$ cat src/rtl/core/mtk_pkg.sv
package mtk_pkg;

    // Symbol timing and tone shape.
    localparam int unsigned UNIT_SAMPLES   = 2000;
    localparam int unsigned FADE_SAMPLES   = 100;
    localparam int unsigned PERIOD_SAMPLES = 80;
    localparam int unsigned AMPLITUDE      = 3200;

    // pi/2 with 30 fraction bits.
    localparam logic [63:0] HALF_PI_Q30 = 64'd1686629713;

    localparam int unsigned UNITS_W  = 16;
    localparam int unsigned SAMPLE_W = 13;
    localparam int unsigned PHASE_W  = $clog2(PERIOD_SAMPLES);
    localparam int unsigned CNT_W    = $clog2(UNIT_SAMPLES);

    // Tone magnitude, 3200*sin with 16 fraction bits.
    localparam int unsigned MAG_W  = $clog2((AMPLITUDE << 16) + 1);
    // A single ramp factor numerator, and the product of two.
    localparam int unsigned RAMP_W = $clog2(FADE_SAMPLES + 1);
    localparam int unsigned NUM_W  = $clog2(FADE_SAMPLES * FADE_SAMPLES + 1);
    // Scaled magnitude plus rounding offset.
    localparam int unsigned T_W    = MAG_W + NUM_W + 1;
    // Scaled magnitude after dropping the 16 fraction bits.
    localparam int unsigned U_W    =
        $clog2((AMPLITUDE + 1) * FADE_SAMPLES * FADE_SAMPLES + 1);
    localparam int unsigned Q_W    = $clog2(AMPLITUDE + 1);

    // Ramp denominators and their reciprocals with U_W fraction bits.
    localparam logic [U_W-1:0] DEN_ONE_VAL     = U_W'(1);
    localparam logic [U_W-1:0] DEN_FADE_VAL    = U_W'(FADE_SAMPLES);
    localparam logic [U_W-1:0] DEN_FADE_SQ_VAL = U_W'(FADE_SAMPLES * FADE_SAMPLES);

    localparam logic [U_W:0] RECIP_ONE     = (U_W + 1)'(64'd1 << U_W);
    localparam logic [U_W:0] RECIP_FADE    = (U_W + 1)'((64'd1 << U_W) / FADE_SAMPLES);
    localparam logic [U_W:0] RECIP_FADE_SQ =
        (U_W + 1)'((64'd1 << U_W) / (FADE_SAMPLES * FADE_SAMPLES));

    typedef enum logic [1:0] {
        ACT_TICK    = 2'd0,
        ACT_DIT     = 2'd1,
        ACT_DAH     = 2'd2,
        ACT_SILENCE = 2'd3
    } action_t;

    typedef enum logic [1:0] {
        DEN_ONE,
        DEN_FADE,
        DEN_FADE_SQ
    } den_sel_t;

    // Sample request handed from the symbol sequencer to the shaper.
    typedef struct packed {
        logic [PHASE_W-1:0] phase;
        logic [NUM_W-1:0]   num;
        den_sel_t           den_sel;
        logic               tone;
        logic               active;
        logic               last;
    } tone_req_t;

    // Per-sample flags that ride along the shaper stages.
    typedef struct packed {
        logic neg;
        logic tone;
        logic active;
        logic last;
    } sample_flags_t;

    typedef logic [MAG_W-1:0] mag_table_t [PERIOD_SAMPLES];

    function automatic logic [63:0] mul_q30(input logic [63:0] a, input logic [63:0] b);
        return (a * b + (64'd1 << 29)) >> 30;
    endfunction

    // sin((pi/2) * r / PERIOD_SAMPLES) with 30 fraction bits, Taylor series.
    function automatic logic [63:0] quarter_sine_q30(input int unsigned r);
        logic [63:0] x;
        logic [63:0] x2;
        logic [63:0] term;
        longint      sum;
        x    = (HALF_PI_Q30 * 64'(r) + 64'(PERIOD_SAMPLES / 2)) / 64'(PERIOD_SAMPLES);
        x2   = mul_q30(x, x);
        term = x;
        sum  = longint'(x);
        term = (mul_q30(term, x2) + 64'd3) / 64'd6;
        sum  = sum - longint'(term);
        term = (mul_q30(term, x2) + 64'd10) / 64'd20;
        sum  = sum + longint'(term);
        term = (mul_q30(term, x2) + 64'd21) / 64'd42;
        sum  = sum - longint'(term);
        term = (mul_q30(term, x2) + 64'd36) / 64'd72;
        sum  = sum + longint'(term);
        term = (mul_q30(term, x2) + 64'd55) / 64'd110;
        sum  = sum - longint'(term);
        term = (mul_q30(term, x2) + 64'd78) / 64'd156;
        sum  = sum + longint'(term);
        term = (mul_q30(term, x2) + 64'd105) / 64'd210;
        sum  = sum - longint'(term);
        if (sum < 0)
        begin
            sum = 0;
        end
        if (sum > (longint'(1) << 30))
        begin
            sum = longint'(1) << 30;
        end
        return 64'(sum);
    endfunction

    // Magnitude of one full period, built once at elaboration.
    function automatic mag_table_t build_mag_table();
        mag_table_t  tab;
        int unsigned m;
        int unsigned q;
        int unsigned r;
        logic [63:0] s;
        for (int unsigned p = 0; p < PERIOD_SAMPLES; p++)
        begin
            m = 4 * p;
            q = m / PERIOD_SAMPLES;
            r = m % PERIOD_SAMPLES;
            if (q[0])
            begin
                r = PERIOD_SAMPLES - r;
            end
            s = (quarter_sine_q30(r) * 64'(AMPLITUDE) + (64'd1 << 13)) >> 14;
            tab[p] = MAG_W'(s);
        end
        return tab;
    endfunction

    localparam mag_table_t MAG_TABLE = build_mag_table();

endpackage

$ cat src/rtl/core/mtk_in_if.sv
interface mtk_in_if;
    import mtk_pkg::*;

    logic               valid;
    logic               ready;
    logic [1:0]         action;
    logic [UNITS_W-1:0] units;

    modport source (output valid, action, units, input ready);
    modport sink (input valid, action, units, output ready);
endinterface

$ cat src/rtl/core/mtk_out_if.sv
interface mtk_out_if;
    import mtk_pkg::*;

    logic                       valid;
    logic                       ready;
    logic signed [SAMPLE_W-1:0] sample;
    logic                       active;
    logic                       last;

    modport source (output valid, sample, active, last, input ready);
    modport sink (input valid, sample, active, last, output ready);
endinterface

$ cat src/rtl/core/mtk_seq.sv
module mtk_seq (
    input  logic               clk,
    input  logic               rst_n,
    mtk_in_if.sink             cmd,
    input  logic               pipe_ready,
    output logic               req_valid,
    output mtk_pkg::tone_req_t req
);
    import mtk_pkg::*;

    typedef enum logic [1:0] {
        KIND_IDLE,
        KIND_DIT,
        KIND_DAH,
        KIND_SILENCE
    } kind_t;

    kind_t               kind_reg, kind_next;
    logic [PHASE_W-1:0]  phase_reg, phase_next;
    logic [CNT_W-1:0]    cnt_reg, cnt_next;
    logic [UNITS_W-1:0]  left_reg, left_next;
    logic                req_valid_reg, req_valid_next;
    tone_req_t           req_reg, req_next;

    logic                load;
    logic                accept;
    logic                is_tick;
    logic                fade_in;
    logic                last_unit;
    logic                ramp_up;
    logic                ramp_down;
    logic [RAMP_W-1:0]   ramp_in;
    logic [RAMP_W-1:0]   ramp_out;
    logic [2*RAMP_W-1:0] ramp_both;
    logic                unit_end;

    assign load      = !req_valid_reg || pipe_ready;
    assign cmd.ready = load;
    assign accept    = cmd.valid && load;
    assign is_tick   = (cmd.action == ACT_TICK);

    assign fade_in   = (kind_reg == KIND_DIT) || (kind_reg == KIND_DAH && left_reg == UNITS_W'(3));
    assign last_unit = (left_reg == UNITS_W'(1));
    assign ramp_up   = fade_in && (32'(cnt_reg) < FADE_SAMPLES);
    assign ramp_down = last_unit && (32'(cnt_reg) + FADE_SAMPLES > UNIT_SAMPLES);
    assign ramp_in   = RAMP_W'(cnt_reg);
    assign ramp_out  = RAMP_W'(UNIT_SAMPLES - 32'(cnt_reg));
    assign ramp_both = ramp_in * ramp_out;
    assign unit_end  = (cnt_reg == CNT_W'(UNIT_SAMPLES - 1));

    always_comb
    begin
        kind_next      = kind_reg;
        phase_next     = phase_reg;
        cnt_next       = cnt_reg;
        left_next      = left_reg;
        req_valid_next = req_valid_reg;
        req_next       = req_reg;

        // The request for the current sample: phase, flags and the ramp factor num/den.
        req_next.phase  = phase_reg;
        req_next.tone   = (kind_reg == KIND_DIT) || (kind_reg == KIND_DAH);
        req_next.active = (kind_reg != KIND_IDLE);
        req_next.last   = (kind_reg != KIND_IDLE) && last_unit && unit_end;
        if (ramp_up && ramp_down)
        begin
            req_next.num     = NUM_W'(ramp_both);
            req_next.den_sel = DEN_FADE_SQ;
        end
        else if (ramp_up)
        begin
            req_next.num     = NUM_W'(ramp_in);
            req_next.den_sel = DEN_FADE;
        end
        else if (ramp_down)
        begin
            req_next.num     = NUM_W'(ramp_out);
            req_next.den_sel = DEN_FADE;
        end
        else
        begin
            req_next.num     = NUM_W'(1);
            req_next.den_sel = DEN_ONE;
        end

        if (load)
        begin
            req_valid_next = accept && is_tick;
        end

        if (accept && !is_tick && kind_reg == KIND_IDLE)
        begin
            phase_next = '0;
            cnt_next   = '0;
            case (cmd.action)
                ACT_DIT:
                begin
                    kind_next = KIND_DIT;
                    left_next = UNITS_W'(1);
                end
                ACT_DAH:
                begin
                    kind_next = KIND_DAH;
                    left_next = UNITS_W'(3);
                end
                ACT_SILENCE:
                begin
                    if (cmd.units != '0)
                    begin
                        kind_next = KIND_SILENCE;
                        left_next = cmd.units;
                    end
                end
                default:
                begin
                    kind_next = kind_reg;
                end
            endcase
        end
        else if (accept && is_tick && kind_reg != KIND_IDLE)
        begin
            if (phase_reg == PHASE_W'(PERIOD_SAMPLES - 1))
            begin
                phase_next = '0;
            end
            else
            begin
                phase_next = phase_reg + PHASE_W'(1);
            end
            cnt_next = cnt_reg + CNT_W'(1);
            if (unit_end)
            begin
                cnt_next   = '0;
                phase_next = '0;
                left_next  = left_reg - UNITS_W'(1);
                if (last_unit)
                begin
                    kind_next = KIND_IDLE;
                end
            end
        end
    end

    always_ff @(posedge clk or negedge rst_n)
    begin
        if (!rst_n)
        begin
            kind_reg      <= KIND_IDLE;
            phase_reg     <= '0;
            cnt_reg       <= '0;
            left_reg      <= '0;
            req_valid_reg <= 1'b0;
            req_reg       <= '0;
        end
        else
        begin
            kind_reg      <= kind_next;
            phase_reg     <= phase_next;
            cnt_reg       <= cnt_next;
            left_reg      <= left_next;
            req_valid_reg <= req_valid_next;
            if (load)
            begin
                req_reg <= req_next;
            end
        end
    end

    assign req_valid = req_valid_reg;
    assign req       = req_reg;

endmodule

$ cat src/rtl/core/mtk_shaper.sv
module mtk_shaper (
    input  logic               clk,
    input  logic               rst_n,
    input  logic               req_valid,
    input  mtk_pkg::tone_req_t req,
    output logic               pipe_ready,
    mtk_out_if.source          audio
);
    import mtk_pkg::*;

    // Stage A: ramp-scaled magnitude.  Stage B: quotient estimate.
    // Output stage: quotient correction, sign and output register.
    logic                       va_reg, va_next;
    logic                       vb_reg, vb_next;
    logic                       vo_reg, vo_next;
    logic                       en_a, en_b, en_o;

    logic [U_W-1:0]             ua_reg;
    den_sel_t                   da_reg;
    sample_flags_t              fa_reg;
    logic [U_W-1:0]             ub_reg;
    logic [Q_W-1:0]             qb_reg;
    den_sel_t                   db_reg;
    sample_flags_t              fb_reg;
    logic signed [SAMPLE_W-1:0] sample_reg;
    logic                       active_reg;
    logic                       last_reg;

    logic [MAG_W-1:0]           mag;
    logic [U_W-1:0]             round_a;
    logic [T_W-1:0]             scaled;
    sample_flags_t              flags_in;
    logic [U_W:0]               recip;
    logic [2*U_W:0]             qprod;
    logic [U_W-1:0]             den_b;
    logic [U_W-1:0]             back;
    logic [U_W-1:0]             rem;
    logic [Q_W-1:0]             quot;
    logic signed [SAMPLE_W-1:0] mag_s;
    logic signed [SAMPLE_W-1:0] sample_next;

    assign en_o       = !vo_reg || audio.ready;
    assign en_b       = !vb_reg || en_o;
    assign en_a       = !va_reg || en_b;
    assign pipe_ready = en_a;

    assign va_next = en_a ? req_valid : va_reg;
    assign vb_next = en_b ? va_reg : vb_reg;
    assign vo_next = en_o ? vb_reg : vo_reg;

    // Stage A: magnitude times ramp numerator, plus half of den * 2^16.
    always_comb
    begin
        case (req.den_sel)
            DEN_FADE:    round_a = DEN_FADE_VAL;
            DEN_FADE_SQ: round_a = DEN_FADE_SQ_VAL;
            default:     round_a = DEN_ONE_VAL;
        endcase
    end

    assign mag             = MAG_TABLE[req.phase];
    assign scaled          = T_W'(mag) * T_W'(req.num) + (T_W'(round_a) << 15);
    assign flags_in.neg    = (32'(req.phase) * 2 >= PERIOD_SAMPLES);
    assign flags_in.tone   = req.tone;
    assign flags_in.active = req.active;
    assign flags_in.last   = req.last;

    // Stage B: quotient by reciprocal, low by at most one.
    always_comb
    begin
        case (da_reg)
            DEN_FADE:    recip = RECIP_FADE;
            DEN_FADE_SQ: recip = RECIP_FADE_SQ;
            default:     recip = RECIP_ONE;
        endcase
    end

    assign qprod = (2 * U_W + 1)'(ua_reg) * (2 * U_W + 1)'(recip);

    // Output stage: one correction step, then the sign.
    always_comb
    begin
        case (db_reg)
            DEN_FADE:    den_b = DEN_FADE_VAL;
            DEN_FADE_SQ: den_b = DEN_FADE_SQ_VAL;
            default:     den_b = DEN_ONE_VAL;
        endcase
    end

    assign back  = U_W'(U_W'(qb_reg) * den_b);
    assign rem   = ub_reg - back;
    assign quot  = qb_reg + Q_W'(rem >= den_b);
    assign mag_s = SAMPLE_W'(quot);

    always_comb
    begin
        if (!fb_reg.tone)
        begin
            sample_next = '0;
        end
        else if (fb_reg.neg)
        begin
            sample_next = -mag_s;
        end
        else
        begin
            sample_next = mag_s;
        end
    end

    always_ff @(posedge clk or negedge rst_n)
    begin
        if (!rst_n)
        begin
            va_reg <= 1'b0;
            vb_reg <= 1'b0;
            vo_reg <= 1'b0;
        end
        else
        begin
            va_reg <= va_next;
            vb_reg <= vb_next;
            vo_reg <= vo_next;
        end
    end

    always_ff @(posedge clk)
    begin
        if (en_a)
        begin
            ua_reg <= U_W'(scaled >> 16);
            da_reg <= req.den_sel;
            fa_reg <= flags_in;
        end
        if (en_b)
        begin
            ub_reg <= ua_reg;
            qb_reg <= Q_W'(qprod >> U_W);
            db_reg <= da_reg;
            fb_reg <= fa_reg;
        end
        if (en_o)
        begin
            sample_reg <= sample_next;
            active_reg <= fb_reg.active;
            last_reg   <= fb_reg.last;
        end
    end

    assign audio.valid  = vo_reg;
    assign audio.sample = sample_reg;
    assign audio.active = active_reg;
    assign audio.last   = last_reg;

endmodule

$ cat src/rtl/core/morse_tone_keyer.sv
// Channel  Role    Payload                       Request moves
// cmd      sink    action, units                 one command: tick or symbol start
// audio    source  sample, active, last          one audio sample, for each tick
//
// A command request is taken in every cycle while the four-stage sample pipe
// has room; a tick's sample moves from the request register through stages A
// and B into the output register on audio. The sequencer's counters set the
// rate: their next state is ready for the following request in the same cycle.
// Reset (rst_n low, asynchronous) returns the keyer to idle with an empty pipe.
// A stalled audio port fills the pipe's bubbles first, then holds off cmd.
module morse_tone_keyer (
    input  logic      clk,
    input  logic      rst_n,
    mtk_in_if.sink    cmd,
    mtk_out_if.source audio
);
    import mtk_pkg::*;

    // The sequencer owns the symbol state (phase, sample count, units left,
    // symbol kind) and turns each tick into a sample request: the table phase
    // and a ramp factor num/den.  Start commands only touch that state and
    // never enter the pipe, so they cannot reorder samples.
    logic      req_valid;
    tone_req_t req;
    logic      pipe_ready;

    mtk_seq u_seq (
        .clk        (clk),
        .rst_n      (rst_n),
        .cmd        (cmd),
        .pipe_ready (pipe_ready),
        .req_valid  (req_valid),
        .req        (req)
    );

    // The shaper looks up the sine magnitude, scales it by the ramp factor and
    // rounds half away from zero.  The division by den * 2^16 is a shift and a
    // multiply by a reciprocal, followed by one compare-and-subtract fix-up.
    // Each stage moves independently, so a stalled output does not stall the
    // stages behind it while they still hold bubbles.
    mtk_shaper u_shaper (
        .clk        (clk),
        .rst_n      (rst_n),
        .req_valid  (req_valid),
        .req        (req),
        .pipe_ready (pipe_ready),
        .audio      (audio)
    );

endmodule

$ cat src/flat_wrapper.sv
// flat-port wrapper written by rule: the top's interface ports become plain ports
module morse_tone_keyer_flat import mtk_pkg::*;
  (clk, rst_n, cmd_valid, cmd_action, cmd_units, cmd_ready, audio_valid, audio_sample, audio_active, audio_last, audio_ready);
  mtk_in_if cmd_i ();
  mtk_out_if audio_i ();
  input  logic clk;
  input  logic rst_n;
  input wire logic [$bits(cmd_i.valid)-1:0] cmd_valid;
  input wire logic [$bits(cmd_i.action)-1:0] cmd_action;
  input wire logic [$bits(cmd_i.units)-1:0] cmd_units;
  output wire logic [$bits(cmd_i.ready)-1:0] cmd_ready;
  output wire logic [$bits(audio_i.valid)-1:0] audio_valid;
  output wire logic [$bits(audio_i.sample)-1:0] audio_sample;
  output wire logic [$bits(audio_i.active)-1:0] audio_active;
  output wire logic [$bits(audio_i.last)-1:0] audio_last;
  input wire logic [$bits(audio_i.ready)-1:0] audio_ready;
  assign cmd_i.valid = cmd_valid;
  assign cmd_i.action = cmd_action;
  assign cmd_i.units = cmd_units;
  assign cmd_ready = cmd_i.ready;
  assign audio_valid = audio_i.valid;
  assign audio_sample = audio_i.sample;
  assign audio_active = audio_i.active;
  assign audio_last = audio_i.last;
  assign audio_i.ready = audio_ready;
  morse_tone_keyer u_core (.clk(clk), .rst_n(rst_n), .cmd(cmd_i), .audio(audio_i));
endmodule
$ cat config.mk
export PLATFORM = sky130hd
export DESIGN_NAME = morse_tone_keyer_flat
export DESIGN_NICKNAME = d
export VERILOG_FILES = /design/src/rtl/core/mtk_pkg.sv /design/src/rtl/core/mtk_in_if.sv /design/src/rtl/core/mtk_out_if.sv /design/src/rtl/core/mtk_seq.sv /design/src/rtl/core/mtk_shaper.sv /design/src/rtl/core/morse_tone_keyer.sv /design/src/flat_wrapper.sv
export SDC_FILE = /design/constraint.sdc
export NUM_CORES = 2
export LEC_CHECK = 0
export ABC_AREA = 1
export ABC_CLOCK_PERIOD_IN_PS = 8900
export BUFFER_PORTS_ARGS = -buffer_cell sky130_fd_sc_hd__buf_2
export CORE_ASPECT_RATIO = 0.8
export CORE_MARGIN = 4
export CORE_UTILIZATION = 40
export CTS_CLUSTER_SIZE = 14
export DETAILED_ROUTE_END_ITERATION = 12
export PLACE_DENSITY = 0.61
export SLEW_MARGIN = 25
export SYNTH_ARGS = -nofsm -noshare
export SYNTH_HDL_FRONTEND = slang
export SYNTH_SLANG_ARGS = --single-unit
$ cat constraint.sdc
create_clock -name clk -period 8.9 [get_ports clk]
set_input_delay 0.89 -clock clk [delete_from_list [all_inputs] [get_ports clk]]
set_output_delay 0.89 -clock clk [all_outputs]
set_load 0.01 [all_outputs]
==> key figures <==
Finish
  – Nets@finish: 5,894
  – Most frequent cells in the layout: inv_1, nand2_1, fa_1
  – Syn-to-layout area delta: 6.20%
  – Final instance area: 40,800 um2
  – Max reg flops: 26
  – Ratio of cells with drive above 1 in the final layout: 3.47%
  – Most common cell after layout, fill and taps aside: inv_1
  – # diodes: 0

Die
  – Die width: 355 um
  – Core footprint: 95,200 um2
  – Site Rows: 101
  – Die area: 101,000 um2
  – Die extent in y: 285 um
  – Starting Density: 40.4%
  – # IOs: 39

Yosys
  – Post-synthesis sequential area ratio: 11.2%
  – Syn_area_per_cell: 8.17 um2
  – Syn Std Cell Area: 38,400 um2
  – Net Count, Synth: 5,882
  – EDFF count, synth: 89
  – Yosys warning count: 0
  – Synth cell types: 60
  – Most used DFF post-synth: edfxtp_1
  – Synth async-reset ratio: 42.6%
  – Post-Syn Instances: 4,706
  – FF+latch count, synth: 155

GRT
  – Largest net degree at the start of global routing: 67
  – Tot GR Track Use: 22.4%
  – Initial antenna violation count: 1
  – First-pass GRT wire length: 179,000 um
  – Gr ovfl total: 0
  – Number of global-route vias before repair: 31,900

Clock tree
  – TritonCTS clock tree: yes
  – Hold buffers post-CTS: 0
  – CTS H-Tree Depth: 4
  – CTS Buffer Depth: 2
  – Post-cts resize count: 0
  – Total CTS buffers: 17
  – Postcts setup bufs: 0
  – Clock sink count: 155
  – Clock transition at path regs: 0.07 ns
  – Root buf cell: clkbuf_16
  – Worst-Skew Late Latency: 0.48 ns

Routing
  – Antenna viol nets, final: 0
  – Drt pass-1 iters: 6
  – Starting DRT DRC Count: 2,634
  – Via count: 30,900
  – Vias per inst: 5.13
  – DRC: 0
  – WL per Instance: 18.4 um
  – Final wirelength: 111,000 um

Job
  – MaxCap Viol Count: 0

Critical path
  – Slowest-stage cell, CP: fa_1
  – Most used cell, CP: inv_1
  – CP required: 9.12 ns
  – CP max FO: 10
  – Critical path class: reg2reg
  – CP max stage delay: 0.54 ns
  – Startpoint types: flip-flop
  – Worst setup EP type: flip-flop
  – CP arrival: 8.58 ns

Timing
  – Final setup vio count: 0
  – Slew Limit Fails: 0
  – RSZ-0062 raised after global routing: no
  – Worst slew pin tran: 1.09 ns
  – Slew Limit Headroom: 27.4%
  – Post-layout min period: 8.36 ns
  – Period utilization: 93.9%
  – Setup Skew: 0.0257 ns
  – F_max: 0.120 GHz
  – Hold Vio Cnt, Final: 0
  – Fin Setup TNS: 0 ns

Placement
  – Dpl cell area: 40,300 um2
  – GPL Wtd Cong: 1.02
  – Port Buffers: 38
  – Post-DP HPWL: 93,600 um

Status
  – Status: complete, no violations

Hold path
  – Hold crit path type: reg2reg
-- cell type report --
| cell class | count | area, um2 |
|---|---|---|
| Fill cell | 9599 | 54300 |
| Multi-Input combinational cell | 3236 | 29200 |
| Inverter | 1213 | 4550 |
| Sequential cell | 155 | 4320 |
| Tap cell | 1287 | 1610 |
| Timing Repair Buffer | 95 | 631 |
| Clock buffer | 19 | 433 |
| Clock inverter | 13 | 128 |
-- synthesized netlist by cell type (all sizes together) (62+ instances only) --
cell    instances  area share (%)
inv          1190              12
nand2         856             8.4
fa            660              34
ha            494              16
nor2          406             4.0
o21ai         182             2.4
a21oi         179             2.3
nand3          91             1.2
edfxtp         89             7.0
clkbuf         68            0.66
dfrtp          66             4.3
xor2           62             1.4
-- through the flow --
| step | utilization (%) | instances | hold slack [ns] | setup WS, ns |
|---|---|---|---|---|
| floorplan | - | 4706 | 0.400 | 1.84 |
| global placement | 42.3 | 5986 | 0.400 | 0.648 |
| detailed placement | 42.3 | 5986 | 0.406 | 0.563 |
| CTS | 42.9 | 6018 | 0.421 | 0.514 |
| global route | 42.9 | 6018 | 0.432 | 0.0162 |
| finish | 42.9 | 6018 | 0.422 | 0.543 |
-- layer usage --
metal  track usage, %  wire length (um)  vias up
met3             5.04              9720      211
met5                0                 0        -
met1             33.3             52300    15000
met2             32.9             45700     1235
li1                 -                 -    14400
met4             5.69              2910        0
-- critical path, delay by kind of cell (launching register included) --
kind,cells,cell delay [ns]
and+or+nand+nor,13,2.59
xor gates and xnor gates,1,0.20
buffers and inverters,7,0.74
adders and majority gates,9,3.53
DFF,1,0.39
AOI/OAI and AO/OA,5,0.67
-- cells by family after synthesis --
logic type      Yosys count  share of synthesized area [%]
xor+xnor                 96                           2.19
compound gates          527                           7.99
simple gates           1459                           15.2
flops                   155                           11.2
fa+ha+maj              1154                           50.4
buf+inv                1315                           12.9
-- worst paths after layout --
kind / start / endpoint / slack, ns / cells after the start
max in group asynchronous: rst_n / u_core.u_seq.cnt_reg[2]$_DFFE_PN0P_ / 7.72 / 2
hold / removal: u_core.u_shaper.fa_reg[2]$_DFFE_PP_ / u_core.u_shaper.fb_reg[2]$_DFFE_PP_ / 0.42 / 0
setup reg to reg: u_core.u_shaper.db_reg[0]$_DFFE_PP_ / u_core.u_shaper.audio.sample[9]$_SDFFCE_PN0P_ / 0.54 / 35
min in group asynchronous: rst_n / u_core.u_seq.cnt_reg[1]$_DFFE_PN0P_ / 0.58 / 2
setup / recovery: u_core.u_shaper.db_reg[0]$_DFFE_PP_ / u_core.u_shaper.audio.sample[9]$_SDFFCE_PN0P_ / 0.54 / 35
hold reg to reg: u_core.u_shaper.fa_reg[2]$_DFFE_PP_ / u_core.u_shaper.fb_reg[2]$_DFFE_PP_ / 0.42 / 0
Power is not shown: default switching activity piles up to over one toggle a cycle in this logic, so the estimate is an artifact.
